--- config.mk ---
export PLATFORM = sky130hd
export DESIGN_NAME = tks_ctrl
export DESIGN_NICKNAME = d
export VERILOG_FILES = /design/src/rtl/tks_pkg.sv /design/src/rtl/tks_ctrl.sv
export SDC_FILE = /design/constraint.sdc
export NUM_CORES = 1
export LEC_CHECK = 0
export ABC_AREA = 0
export BUFFER_PORTS_ARGS = -buffer_cell sky130_fd_sc_hd__buf_4
export CAP_MARGIN = 20
export CORE_ASPECT_RATIO = 0.75
export CORE_MARGIN = 4
export CORE_UTILIZATION = 49
export CTS_CLUSTER_SIZE = 14
export DETAILED_ROUTE_END_ITERATION = 8
export GPL_TIMING_DRIVEN = 0
export PLACE_DENSITY = 0.82
export SETUP_SLACK_MARGIN = 0.1
export SLEW_MARGIN = 20
export SYNTH_ARGS = -nofsm -noshare
export SYNTH_HDL_FRONTEND = slang
export SYNTH_SLANG_ARGS = --single-unit
--- constraint.sdc ---
create_clock -name clk -period 4.22 [get_ports clk]
set_input_delay 0.211 -clock clk [delete_from_list [all_inputs] [get_ports clk]]
set_output_delay 0.211 -clock clk [all_outputs]
set_load 0.005 [all_outputs]
--- src/rtl/tks_pkg.sv ---
package tks_pkg;

  // Default table size
  localparam int unsigned DEF_TABLE_DEPTH = 256;

  // Fixed field widths
  localparam int unsigned KEY_W     = 32;
  localparam int unsigned EIDX_W    = 8;
  localparam int unsigned LEN_W     = 9;
  localparam int unsigned CFG_IDX_W = 2;
  localparam int unsigned CFG_DAT_W = 9;

  // Item kinds
  localparam logic KIND_WRITE  = 1'b0;
  localparam logic KIND_SEARCH = 1'b1;

  // Search methods
  localparam logic METHOD_SEQ = 1'b0;
  localparam logic METHOD_BIN = 1'b1;

  // Configuration register indexes
  localparam logic [CFG_IDX_W-1:0] CFG_SEARCH_METHOD = 2'd0;
  localparam logic [CFG_IDX_W-1:0] CFG_TABLE_LENGTH  = 2'd1;

  // Sequencer states
  typedef enum logic [1:0] {
    ST_IDLE,
    ST_START,
    ST_SCAN,
    ST_FINISH
  } tks_state_t;

endpackage

--- src/rtl/tks_ctrl.sv ---
module tks_ctrl
  import tks_pkg::*;
#(
  parameter int unsigned TABLE_DEPTH = DEF_TABLE_DEPTH
) (
  input  logic                                  clk,
  input  logic                                  rst_n,
  // input words
  input  logic                                  in_valid,
  output logic                                  in_stall,
  input  logic                                  in_kind,
  input  logic [EIDX_W-1:0]                     in_entry_index,
  input  logic signed [KEY_W-1:0]               in_entry_value,
  input  logic signed [KEY_W-1:0]               in_search_key,
  // result words
  output logic                                  out_valid,
  input  logic                                  out_stall,
  output logic                                  out_found,
  output logic [EIDX_W-1:0]                     out_match_index,
  // configuration writes
  input  logic                                  cfg_valid,
  output logic                                  cfg_ready,
  input  logic [CFG_IDX_W-1:0]                  cfg_index,
  input  logic [CFG_DAT_W-1:0]                  cfg_data,
  // table memory
  output logic                                  mem_wr_en,
  output logic [$clog2(TABLE_DEPTH)-1:0]        mem_wr_addr,
  output logic signed [KEY_W-1:0]               mem_wr_data,
  output logic                                  mem_rd_en,
  output logic [$clog2(TABLE_DEPTH)-1:0]        mem_rd_addr,
  input  logic signed [KEY_W-1:0]               mem_rd_data
);

  localparam int unsigned AW = $clog2(TABLE_DEPTH);

  tks_state_t state_r, state_nxt;

  logic                    method_r;
  logic [LEN_W-1:0]        length_r;
  logic [LEN_W-1:0]        used_len;

  logic                    s_method_r, s_method_nxt;
  logic [LEN_W-1:0]        n_r, n_nxt;
  logic signed [KEY_W-1:0] key_r, key_nxt;
  logic [LEN_W-1:0]        lo_r, lo_nxt;
  logic [LEN_W-1:0]        hi_r, hi_nxt;
  logic [LEN_W-1:0]        idx_r, idx_nxt;
  logic                    res_found_r, res_found_nxt;
  logic [EIDX_W-1:0]       res_idx_r, res_idx_nxt;

  logic                    out_valid_r;
  logic                    out_found_r;
  logic [EIDX_W-1:0]       out_idx_r;

  logic                    out_free;
  logic                    hit;
  logic                    key_less;
  logic                    scan_done;
  logic [LEN_W-1:0]        rd_idx;
  logic [LEN_W-1:0]        next_seq;
  logic [LEN_W-1:0]        mid_left;
  logic [LEN_W-1:0]        mid_right;
  logic [LEN_W-1:0]        mid_first;
  logic [LEN_W:0]          sum_left;
  logic [LEN_W:0]          sum_right;
  logic [LEN_W:0]          sum_first;

  // Configuration registers, always ready
  assign cfg_ready = 1'b1;

  always_ff @(posedge clk) begin
    if (!rst_n) begin
      method_r <= METHOD_SEQ;
      length_r <= '0;
    end else if (cfg_valid) begin
      unique case (cfg_index)
        CFG_SEARCH_METHOD: method_r <= cfg_data[0];
        CFG_TABLE_LENGTH:  length_r <= cfg_data;
        default: ;
      endcase
    end
  end

  // Saturate the length at the table depth
  always_comb begin
    used_len = length_r;
    if (32'(length_r) > TABLE_DEPTH) begin
      used_len = LEN_W'(TABLE_DEPTH);
    end
  end

  assign out_free = !out_valid_r || !out_stall;

  // Compare the returned word against the key
  assign hit      = (mem_rd_data == key_r);
  assign key_less = (key_r < mem_rd_data);
  assign next_seq = idx_r + 1'b1;

  // Midpoints of the shrunk window, rounded down
  assign sum_left  = {1'b0, lo_r} + {1'b0, idx_r} - 1'b1;
  assign sum_right = {1'b0, idx_r} + 1'b1 + {1'b0, hi_r};
  assign sum_first = {1'b0, n_r} - 1'b1;
  assign mid_left  = sum_left[LEN_W:1];
  assign mid_right = sum_right[LEN_W:1];
  assign mid_first = sum_first[LEN_W:1];

  // End of search: hit, or the window or scan ran out
  always_comb begin
    scan_done = hit;
    if (!hit) begin
      if (s_method_r == METHOD_SEQ) begin
        scan_done = (next_seq == n_r);
      end else if (key_less) begin
        scan_done = (idx_r == lo_r);
      end else begin
        scan_done = (idx_r == hi_r);
      end
    end
  end

  // Next state
  always_comb begin
    state_nxt = state_r;
    unique case (state_r)
      ST_IDLE: begin
        if (in_valid && in_kind == KIND_SEARCH) begin
          state_nxt = ST_START;
        end
      end
      ST_START: begin
        state_nxt = (n_r == '0) ? ST_FINISH : ST_SCAN;
      end
      ST_SCAN: begin
        if (scan_done) begin
          state_nxt = ST_FINISH;
        end
      end
      ST_FINISH: begin
        if (out_free) begin
          state_nxt = ST_IDLE;
        end
      end
      default: state_nxt = ST_IDLE;
    endcase
  end

  // Datapath and memory controls
  always_comb begin
    s_method_nxt  = s_method_r;
    n_nxt         = n_r;
    key_nxt       = key_r;
    lo_nxt        = lo_r;
    hi_nxt        = hi_r;
    idx_nxt       = idx_r;
    res_found_nxt = res_found_r;
    res_idx_nxt   = res_idx_r;
    mem_wr_en     = 1'b0;
    mem_rd_en     = 1'b0;
    rd_idx        = '0;
    unique case (state_r)
      ST_IDLE: begin
        if (in_valid) begin
          if (in_kind == KIND_WRITE) begin
            mem_wr_en = (32'(in_entry_index) < TABLE_DEPTH);
          end else begin
            s_method_nxt = method_r;
            n_nxt        = used_len;
            key_nxt      = in_search_key;
          end
        end
      end
      ST_START: begin
        lo_nxt        = '0;
        hi_nxt        = n_r - 1'b1;
        res_found_nxt = 1'b0;
        res_idx_nxt   = '0;
        if (n_r != '0) begin
          rd_idx    = (s_method_r == METHOD_BIN) ? mid_first : '0;
          mem_rd_en = 1'b1;
          idx_nxt   = rd_idx;
        end
      end
      ST_SCAN: begin
        if (hit) begin
          res_found_nxt = 1'b1;
          res_idx_nxt   = idx_r[EIDX_W-1:0];
        end else if (!scan_done) begin
          if (s_method_r == METHOD_SEQ) begin
            rd_idx = next_seq;
          end else if (key_less) begin
            hi_nxt = idx_r - 1'b1;
            rd_idx = mid_left;
          end else begin
            lo_nxt = next_seq;
            rd_idx = mid_right;
          end
          mem_rd_en = 1'b1;
          idx_nxt   = rd_idx;
        end
      end
      ST_FINISH: ;
      default: ;
    endcase
  end

  assign mem_wr_addr = AW'(in_entry_index);
  assign mem_wr_data = in_entry_value;
  assign mem_rd_addr = AW'(rd_idx);

  // State and control registers
  always_ff @(posedge clk) begin
    if (!rst_n) begin
      state_r     <= ST_IDLE;
      out_valid_r <= 1'b0;
    end else begin
      state_r <= state_nxt;
      if (out_free) begin
        out_valid_r <= (state_r == ST_FINISH);
      end
    end
  end

  // Payload registers
  always_ff @(posedge clk) begin
    s_method_r  <= s_method_nxt;
    n_r         <= n_nxt;
    key_r       <= key_nxt;
    lo_r        <= lo_nxt;
    hi_r        <= hi_nxt;
    idx_r       <= idx_nxt;
    res_found_r <= res_found_nxt;
    res_idx_r   <= res_idx_nxt;
    if (out_free && state_r == ST_FINISH) begin
      out_found_r <= res_found_r;
      out_idx_r   <= res_idx_r;
    end
  end

  // Port outputs
  always_comb begin
    in_stall        = (state_r != ST_IDLE);
    out_valid       = out_valid_r;
    out_found       = out_found_r;
    out_match_index = out_idx_r;
  end

endmodule

==> impl_metrics.env, run 1 <==
export IMPL_worstSetupEndpointType="primary output"
export IMPL_power_switching_mw=2.30
export IMPL_drt_pre_antenna_iters=5
export IMPL_peakVddDrop_mv=0.343
export IMPL_grt_pass1_wl_um=29000
export IMPL_cts_sinks=100
export IMPL_required_ns=4.01
export IMPL_core_area_mm2=0.0137
export IMPL_relSlewSlack=0.381
export IMPL_holdWs_ns=0.0426
export IMPL_drive_above_1_share=0.262
export IMPL_root_buffer="clkbuf_16"
export IMPL_timing_fmax_mhz=250
export IMPL_hold_path_startpoint="in_search_key[10]"
export IMPL_grt_overflow_total=0
export IMPL_post_place_ws_ns=-0.0789
export IMPL_p_int_mw=3.02
export IMPL_vias=5812
export IMPL_final_area_mm2=0.00856
export IMPL_antenna_cells=0
export IMPL_cts_htree_levels=3
export IMPL_layout_nets=1046
export IMPL_cp_cell_sequence="clkbuf_1 -> inv_1 -> ha_1 -> inv_1 -> ha_1 -> nand2_1 -> o21ai_0 -> o21ai_0 -> nand2b_1 -> a21oi_1 -> xnor2_1 -> mux2i_1 -> a21oi_2 -> a32o_1 -> buf_4"
export IMPL_drt_wl_total_um=18400
export IMPL_worst_path_buf_inv=4
export IMPL_cap_violations=0
export IMPL_swShare=0.432
export IMPL_crit_path_max_fanout=8
export IMPL_ys_flop_type="edfxtp_1"
export IMPL_seq_area_frac_synth=0.416
export IMPL_gp_congestion=0.943
export IMPL_finalHoldViolCount=0
export IMPL_pwr_share_comb=0.537
export IMPL_clock_path_buffers=2
export IMPL_critPathMaxStageDelay_ns=0.48
export IMPL_fin_skew_ns=0.00533
export IMPL_dieArea_mm2=0.0161
export IMPL_p_per_area_mw_per_mm2=622
export IMPL_synth_avg_cell_area_um2=9.81
export IMPL_grt_usage=0.222
export IMPL_crit_slowest_cell="clkbuf_1"
export IMPL_period_minus_slack_ns=4.01
export IMPL_syn2layout_area_growth_pct=24.0
export IMPL_setup_slack_ns=0.214
export IMPL_hold_class="input port to flop"
export IMPL_cts_tree="done"
export IMPL_syn_area_mm2=0.00690
export IMPL_fp_dieH_um=111
export IMPL_initial_core_util=0.502
export IMPL_critPathLaunchType="flop"
export IMPL_drt_iter0_markers=627
export IMPL_clkTransAtPathRegs_ns=0.07
export IMPL_synth_cell_types=66
export IMPL_crit_arrival_ns=3.80
export IMPL_ys_seq_elements=100
export IMPL_rsz0062_at_grt="true"
export IMPL_drc=0
export IMPL_layout_common_cells="buf_4 (185), edfxtp_1 (87), inv_1 (85)"
export IMPL_cts_buffers=9
export IMPL_min_period_over_period=0.949
export IMPL_dr_wl_met3_um=1910
export IMPL_synth_edff_count=87
export IMPL_postSynthCellCount=704
export IMPL_maxSlewViolCount=0
export IMPL_worst_slew_pin_slew_ns=0.922
export IMPL_ios=183
export IMPL_wl_per_cell_um=17.7
export IMPL_highest_layer="met4"
export IMPL_r2r_start="key_r[11]"
export IMPL_antenna_found_initial=0
export IMPL_clk_insertion_delay_late_ns=0.34
export IMPL_setup_viol=0
export IMPL_critPathKind="flop to primary output"
export IMPL_die_w_um=145
export IMPL_critPathTopFamily="compound AO/OA/AOI/OAI gates"
export IMPL_numPortBuffers=141
export IMPL_pwr_share_seq=0.302
export IMPL_startpoint="idx_r[5]"
export IMPL_grt_pass1_vias=5614
export IMPL_status="finished clean"
export IMPL_holdBufCountCts=0
export IMPL_grt_max_degree=33
export IMPL_route_met2_wl_um=8500
export IMPL_layout_commonest_cell="buf_4"
export IMPL_p_leak_nw=3.95
export IMPL_nFillCells=1117
export IMPL_syn_nets=890
export IMPL_async_flop_share=0
export IMPL_power_frac_clock=0.161
export IMPL_via_per_inst=5.59
export IMPL_rows=37
export IMPL_met1Wirelength_um=7650
export IMPL_ant_nets=0
export IMPL_yosysWarnings=0
export IMPL_place_hpwl_um=14500
export IMPL_placed_cell_area_mm2=0.00821
## timing repair
| item | in CTS | in global routing |
|---|---|---|
| setup endpoints to repair | 17 | 27 |
| hold endpoints to repair | 0 | 0 |
| setup buffers | 0 | 2 |
| resized for setup | 2 | 7 |
| pin swaps | 0 | 1 |
## synthesized netlist by cell type, types with 4 or more instances
| master | instances | area (µm²) |
|---|---|---|
| a21o_1 | 16 | 120 |
| nor2b_1 | 12 | 75.1 |
| mux2i_1 | 18 | 180 |
| dfxtp_1 | 13 | 260 |
| nand4_1 | 7 | 43.8 |
| edfxtp_1 | 87 | 2610 |
| buf_4 | 41 | 308 |
| buf_2 | 6 | 30.0 |
| or3_1 | 4 | 25.0 |
| nand2b_1 | 6 | 37.5 |
| o221ai_1 | 6 | 52.6 |
| and3_1 | 4 | 25.0 |
| a2bb2oi_1 | 4 | 35.0 |
| a31oi_1 | 6 | 37.5 |
| nand2_1 | 39 | 146 |
| a21oi_1 | 41 | 205 |
| xor2_1 | 24 | 210 |
| nand3_1 | 15 | 75.1 |
| o21a_1 | 4 | 30.0 |
| nor4_1 | 6 | 37.5 |
| clkbuf_1 | 18 | 67.6 |
| nor2_1 | 47 | 176 |
| o21ai_0 | 27 | 135 |
| xnor2_1 | 20 | 175 |
| a32o_1 | 8 | 80.1 |
| and2_1 | 6 | 37.5 |
| nor3_1 | 11 | 55.1 |
| a211oi_1 | 5 | 37.5 |
| ha_1 | 63 | 788 |
| inv_1 | 85 | 319 |
## power by group through the flow
| stage | clock, mW | combinational, mW | sequential (mW) |
|---|---|---|---|
| floorplan | 0 | 2.00 | 1.53 |
| global placement | 0 | 2.66 | 1.62 |
| detailed placement | 0 | 2.73 | 1.63 |
| CTS | 0.860 | 2.77 | 1.60 |
| global route | 0.906 | 3.15 | 1.62 |
| finish | 0.856 | 2.86 | 1.61 |
## registers in the layout (all words and copies together) (netlist names)
signal,cells
out_found,1
res_idx_r,8
method_r,1
hi_r,9
key_r,32
state_r,2
n_r,9
out_valid,1
res_found_r,1
s_method_r,1
idx_r,9
lo_r,9
out_match_index,8
length_r,9
## path summary, 6_finish.rpt
kind / end / slack [ns] / cells after the start
min: key_r[10] / 0.04 / 1
min reg2reg: out_match_index[3] / 0.42 / 0
max: mem_rd_addr[7] / 0.21 / 15
max reg2reg: lo_r[4] / 0.39 / 12
## through the flow
stage	std cells	util	power [mW]	setup TNS (ns)
finish	1040	0.623	5.32	0
global route	1040	0.623	5.68	0
CTS	1038	0.621	5.23	0
detailed placement	1022	0.597	4.36	-0.707
global placement	1020	0.595	4.27	0
floorplan	704	-	3.53	0
## per-layer routing
layer,global-route usage,vias to the layer above
met2,0.358,316
met5,0,-
met3,0.0531,33
li1,-,2765
met1,0.307,2698
met4,0.0443,0
## area by class of cell
cell class | instances | area (µm²) | area share
Sequential cell | 100 | 2870 | 0.336
Timing Repair Buffer | 145 | 1100 | 0.129
Clock inverter | 5 | 47.5 | 0.00555
Buffer | 69 | 438 | 0.0512
Tap cell | 175 | 219 | 0.0256
Multi-Input combinational cell | 448 | 3290 | 0.384
Inverter | 87 | 327 | 0.0382
Clock buffer | 11 | 264 | 0.0308
## cells by family (layout without fill, tap and decap cells)
| logic type | after synthesis | count (layout) | share of synthesized area |
|---|---|---|---|
| buffers and inverters | 156 | 317 | 0.110 |
| DFF | 100 | 100 | 0.416 |
| muxes | 18 | 18 | 0.0261 |
| AOI/OAI and AO/OA | 151 | 151 | 0.149 |
| and+or+nand+nor | 168 | 168 | 0.119 |
| other | 1 | 1 | 0.000543 |
| xor gates and xnor gates | 45 | 45 | 0.0591 |
| adders and majority gates | 65 | 65 | 0.120 |
(Power assumes the default switching activity.)
==> inputs of run 2 (changes only) <==
Settings changed: CORE_MARGIN 4 to not set.
==> run 2 against run 1 <==
Effect of this change:
- the run now ends with design-rule violations left
- via count fell by 0.69%
- setup slack improved by 0.061 ns
- sequential power barely moved
- final cell count barely moved
- hold slack got worse by 0.0097 ns
- first-iteration DRC count fell by 4.9%
- total power rose by 0.79%
- largest power group unchanged
- highest routed layer unchanged
==> impl_metrics.env, run 2 (synthesized netlist as in run 1, its figures left out) <==
export IMPL_drt_pre_antenna_iters=9
export IMPL_grt_usage=0.245
export IMPL_violations="design-rule violations"
export IMPL_grt_pass1_vias=5396
export IMPL_peakVddDrop_mv=0.376
export IMPL_clk_insertion_delay_late_ns=0.35
export IMPL_cts_tree="done"
export IMPL_finalHoldViolCount=0
export IMPL_worstSetupEndpointType="primary output"
export IMPL_final_setup_tns_ns=0
export IMPL_p_leak_nw=3.96
export IMPL_critPathTopFamily="compound AO/OA/AOI/OAI gates"
export IMPL_cts_buffers=9
export IMPL_core_area_mm2=0.0137
export IMPL_vias=5772
export IMPL_holdWs_ns=0.0329
export IMPL_antenna_cells=0
export IMPL_drc=8
export IMPL_cts_sinks=100
export IMPL_holdBufCountCts=0
export IMPL_drive_above_1_share=0.266
export IMPL_antenna_found_initial=0
export IMPL_drt_wl_total_um=17700
export IMPL_cp_cell_sequence="ha_1 -> nand3_1 -> nor4_2 -> o21ai_0 -> a31oi_2 -> nor4_1 -> a21oi_2 -> buf_6 -> buf_2 -> o21ai_0 -> a2bb2oi_1 -> a32o_1 -> buf_4"
export IMPL_post_place_ws_ns=0.130
export IMPL_hold_class="input port to flop"
export IMPL_clkTransAtPathRegs_ns=0.07
export IMPL_clock_path_buffers=2
export IMPL_wl_per_cell_um=17.0
export IMPL_final_area_mm2=0.00857
export IMPL_nFillCells=1086
export IMPL_fp_dieH_um=105
export IMPL_worst_path_buf_inv=3
export IMPL_period_minus_slack_ns=3.95
export IMPL_place_hpwl_um=13800
export IMPL_p_per_area_mw_per_mm2=625
export IMPL_crit_slowest_cell="nor4_2"
export IMPL_worst_slew_pin_slew_ns=0.835
export IMPL_numPortBuffers=141
export IMPL_min_period_over_period=0.935
export IMPL_dpl_cell_count=1022
export IMPL_grt_overflow_total=0
export IMPL_top_register="key_r"
export IMPL_initial_core_util=0.502
export IMPL_syn2layout_area_growth_pct=24.2
export IMPL_maxSlewViolCount=0
export IMPL_layout_nets=1047
export IMPL_setup_slack_ns=0.274
export IMPL_layout_commonest_cell="buf_4"
export IMPL_critPathLaunchType="flop"
export IMPL_power_total_mw=5.36
export IMPL_ant_nets=0
export IMPL_die_w_um=139
export IMPL_crit_arrival_ns=3.73
export IMPL_grt_pass1_wl_um=27700
export IMPL_critPathKind="flop to primary output"
export IMPL_cp_common_cell="o21ai_0"
export IMPL_root_buffer="clkbuf_16"
export IMPL_rsz0062_at_grt="false"
export IMPL_timing_fmax_mhz=253
export IMPL_fin_skew_ns=0.0121
export IMPL_critPathMaxStageDelay_ns=0.38
export IMPL_status="complete, but fails checks"
export IMPL_relSlewSlack=0.439
export IMPL_cts_htree_levels=3
export IMPL_dieArea_mm2=0.0146
export IMPL_ios=183
export IMPL_post_route_util=0.624
export IMPL_rows=37
export IMPL_cap_violations=0
export IMPL_required_ns=4.01
export IMPL_setup_viol=0
export IMPL_layout_common_cells="buf_4 (186), edfxtp_1 (87), inv_1 (85)"
export IMPL_crit_path_max_fanout=10
export IMPL_fin_cells=1041
export IMPL_drt_iter0_markers=596
export IMPL_via_per_inst=5.54
export IMPL_gp_congestion=0.934
export IMPL_largest_register_ffs=32
export IMPL_placed_cell_area_mm2=0.00821
export IMPL_grt_max_degree=33
==> run 2: changes by cell type in the layout (fill, tap and decap cells not counted) <==
cell and delta:
buf_4 +1, clkinvlp_4 -1, clkinv_2 +1, clkbuf_4 +1
inv_6 -1, a21oi_2 +2, clkbuf_8 -1, clkinv_8 +1
a21oi_1 -2
==> run 2: routing by layer <==
metal / GRT usage / wire length (µm) / vias up / part of all wire
met4: 0.0698 / 397 / 0 / 0.022
met2: 0.393 / 7940 / 306 / 0.45
li1: - / - / 2770 / -
met3: 0.0559 / 1680 / 40 / 0.095
met5: 0 / 0 / - / 0
met1: 0.332 / 7720 / 2656 / 0.44
==> run 2: path summary, 6_finish.rpt <==
| check | startpoint | depth (start not counted) | slack (ns) | to |
|---|---|---|---|---|
| setup / recovery | key_r[11] | 13 | 0.27 | mem_rd_addr[0] |
| hold / removal | in_search_key[12] | 1 | 0.03 | key_r[12] |
| setup reg to reg | key_r[11] | 13 | 0.39 | lo_r[4] |
| hold reg to reg | res_idx_r[3] | 0 | 0.42 | out_match_index[3] |
==> run 2: power by group <==
part | switching [mW] | internal (mW) | total (mW) | leakage [nW]
Clock | 0.396 | 0.451 | 0.847 | 0.152
Combinational | 1.72 | 1.18 | 2.90 | 2.89
Sequential | 0.210 | 1.40 | 1.61 | 0.923
Total | 2.33 | 3.03 | 5.36 | 3.96
==> run 2: final cells by class <==
class,instances,area [µm²],area share
flip-flops and latches,100,2870,0.335
plain buffers,69,442,0.0515
multi-input cells,448,3300,0.385
well taps,175,219,0.0255
repair buffers,146,1110,0.129
clock inverters,5,52.6,0.00613
inverters,87,327,0.0381
clock buffers,11,254,0.0296
==> run 2: what timing repair did <==
action,in CTS,in global routing
buffers inserted,0,3
gates resized for setup,1,14
setup endpoints to repair,9,18
==> run 2: worst register-to-register path: cells and delay by family, from the launching register on <==
kind            cells  cell delay (ns)
fa+ha+maj           1             0.33
buf+inv             2             0.33
flops               1             0.37
simple gates        5             1.21
compound gates      5             1.23
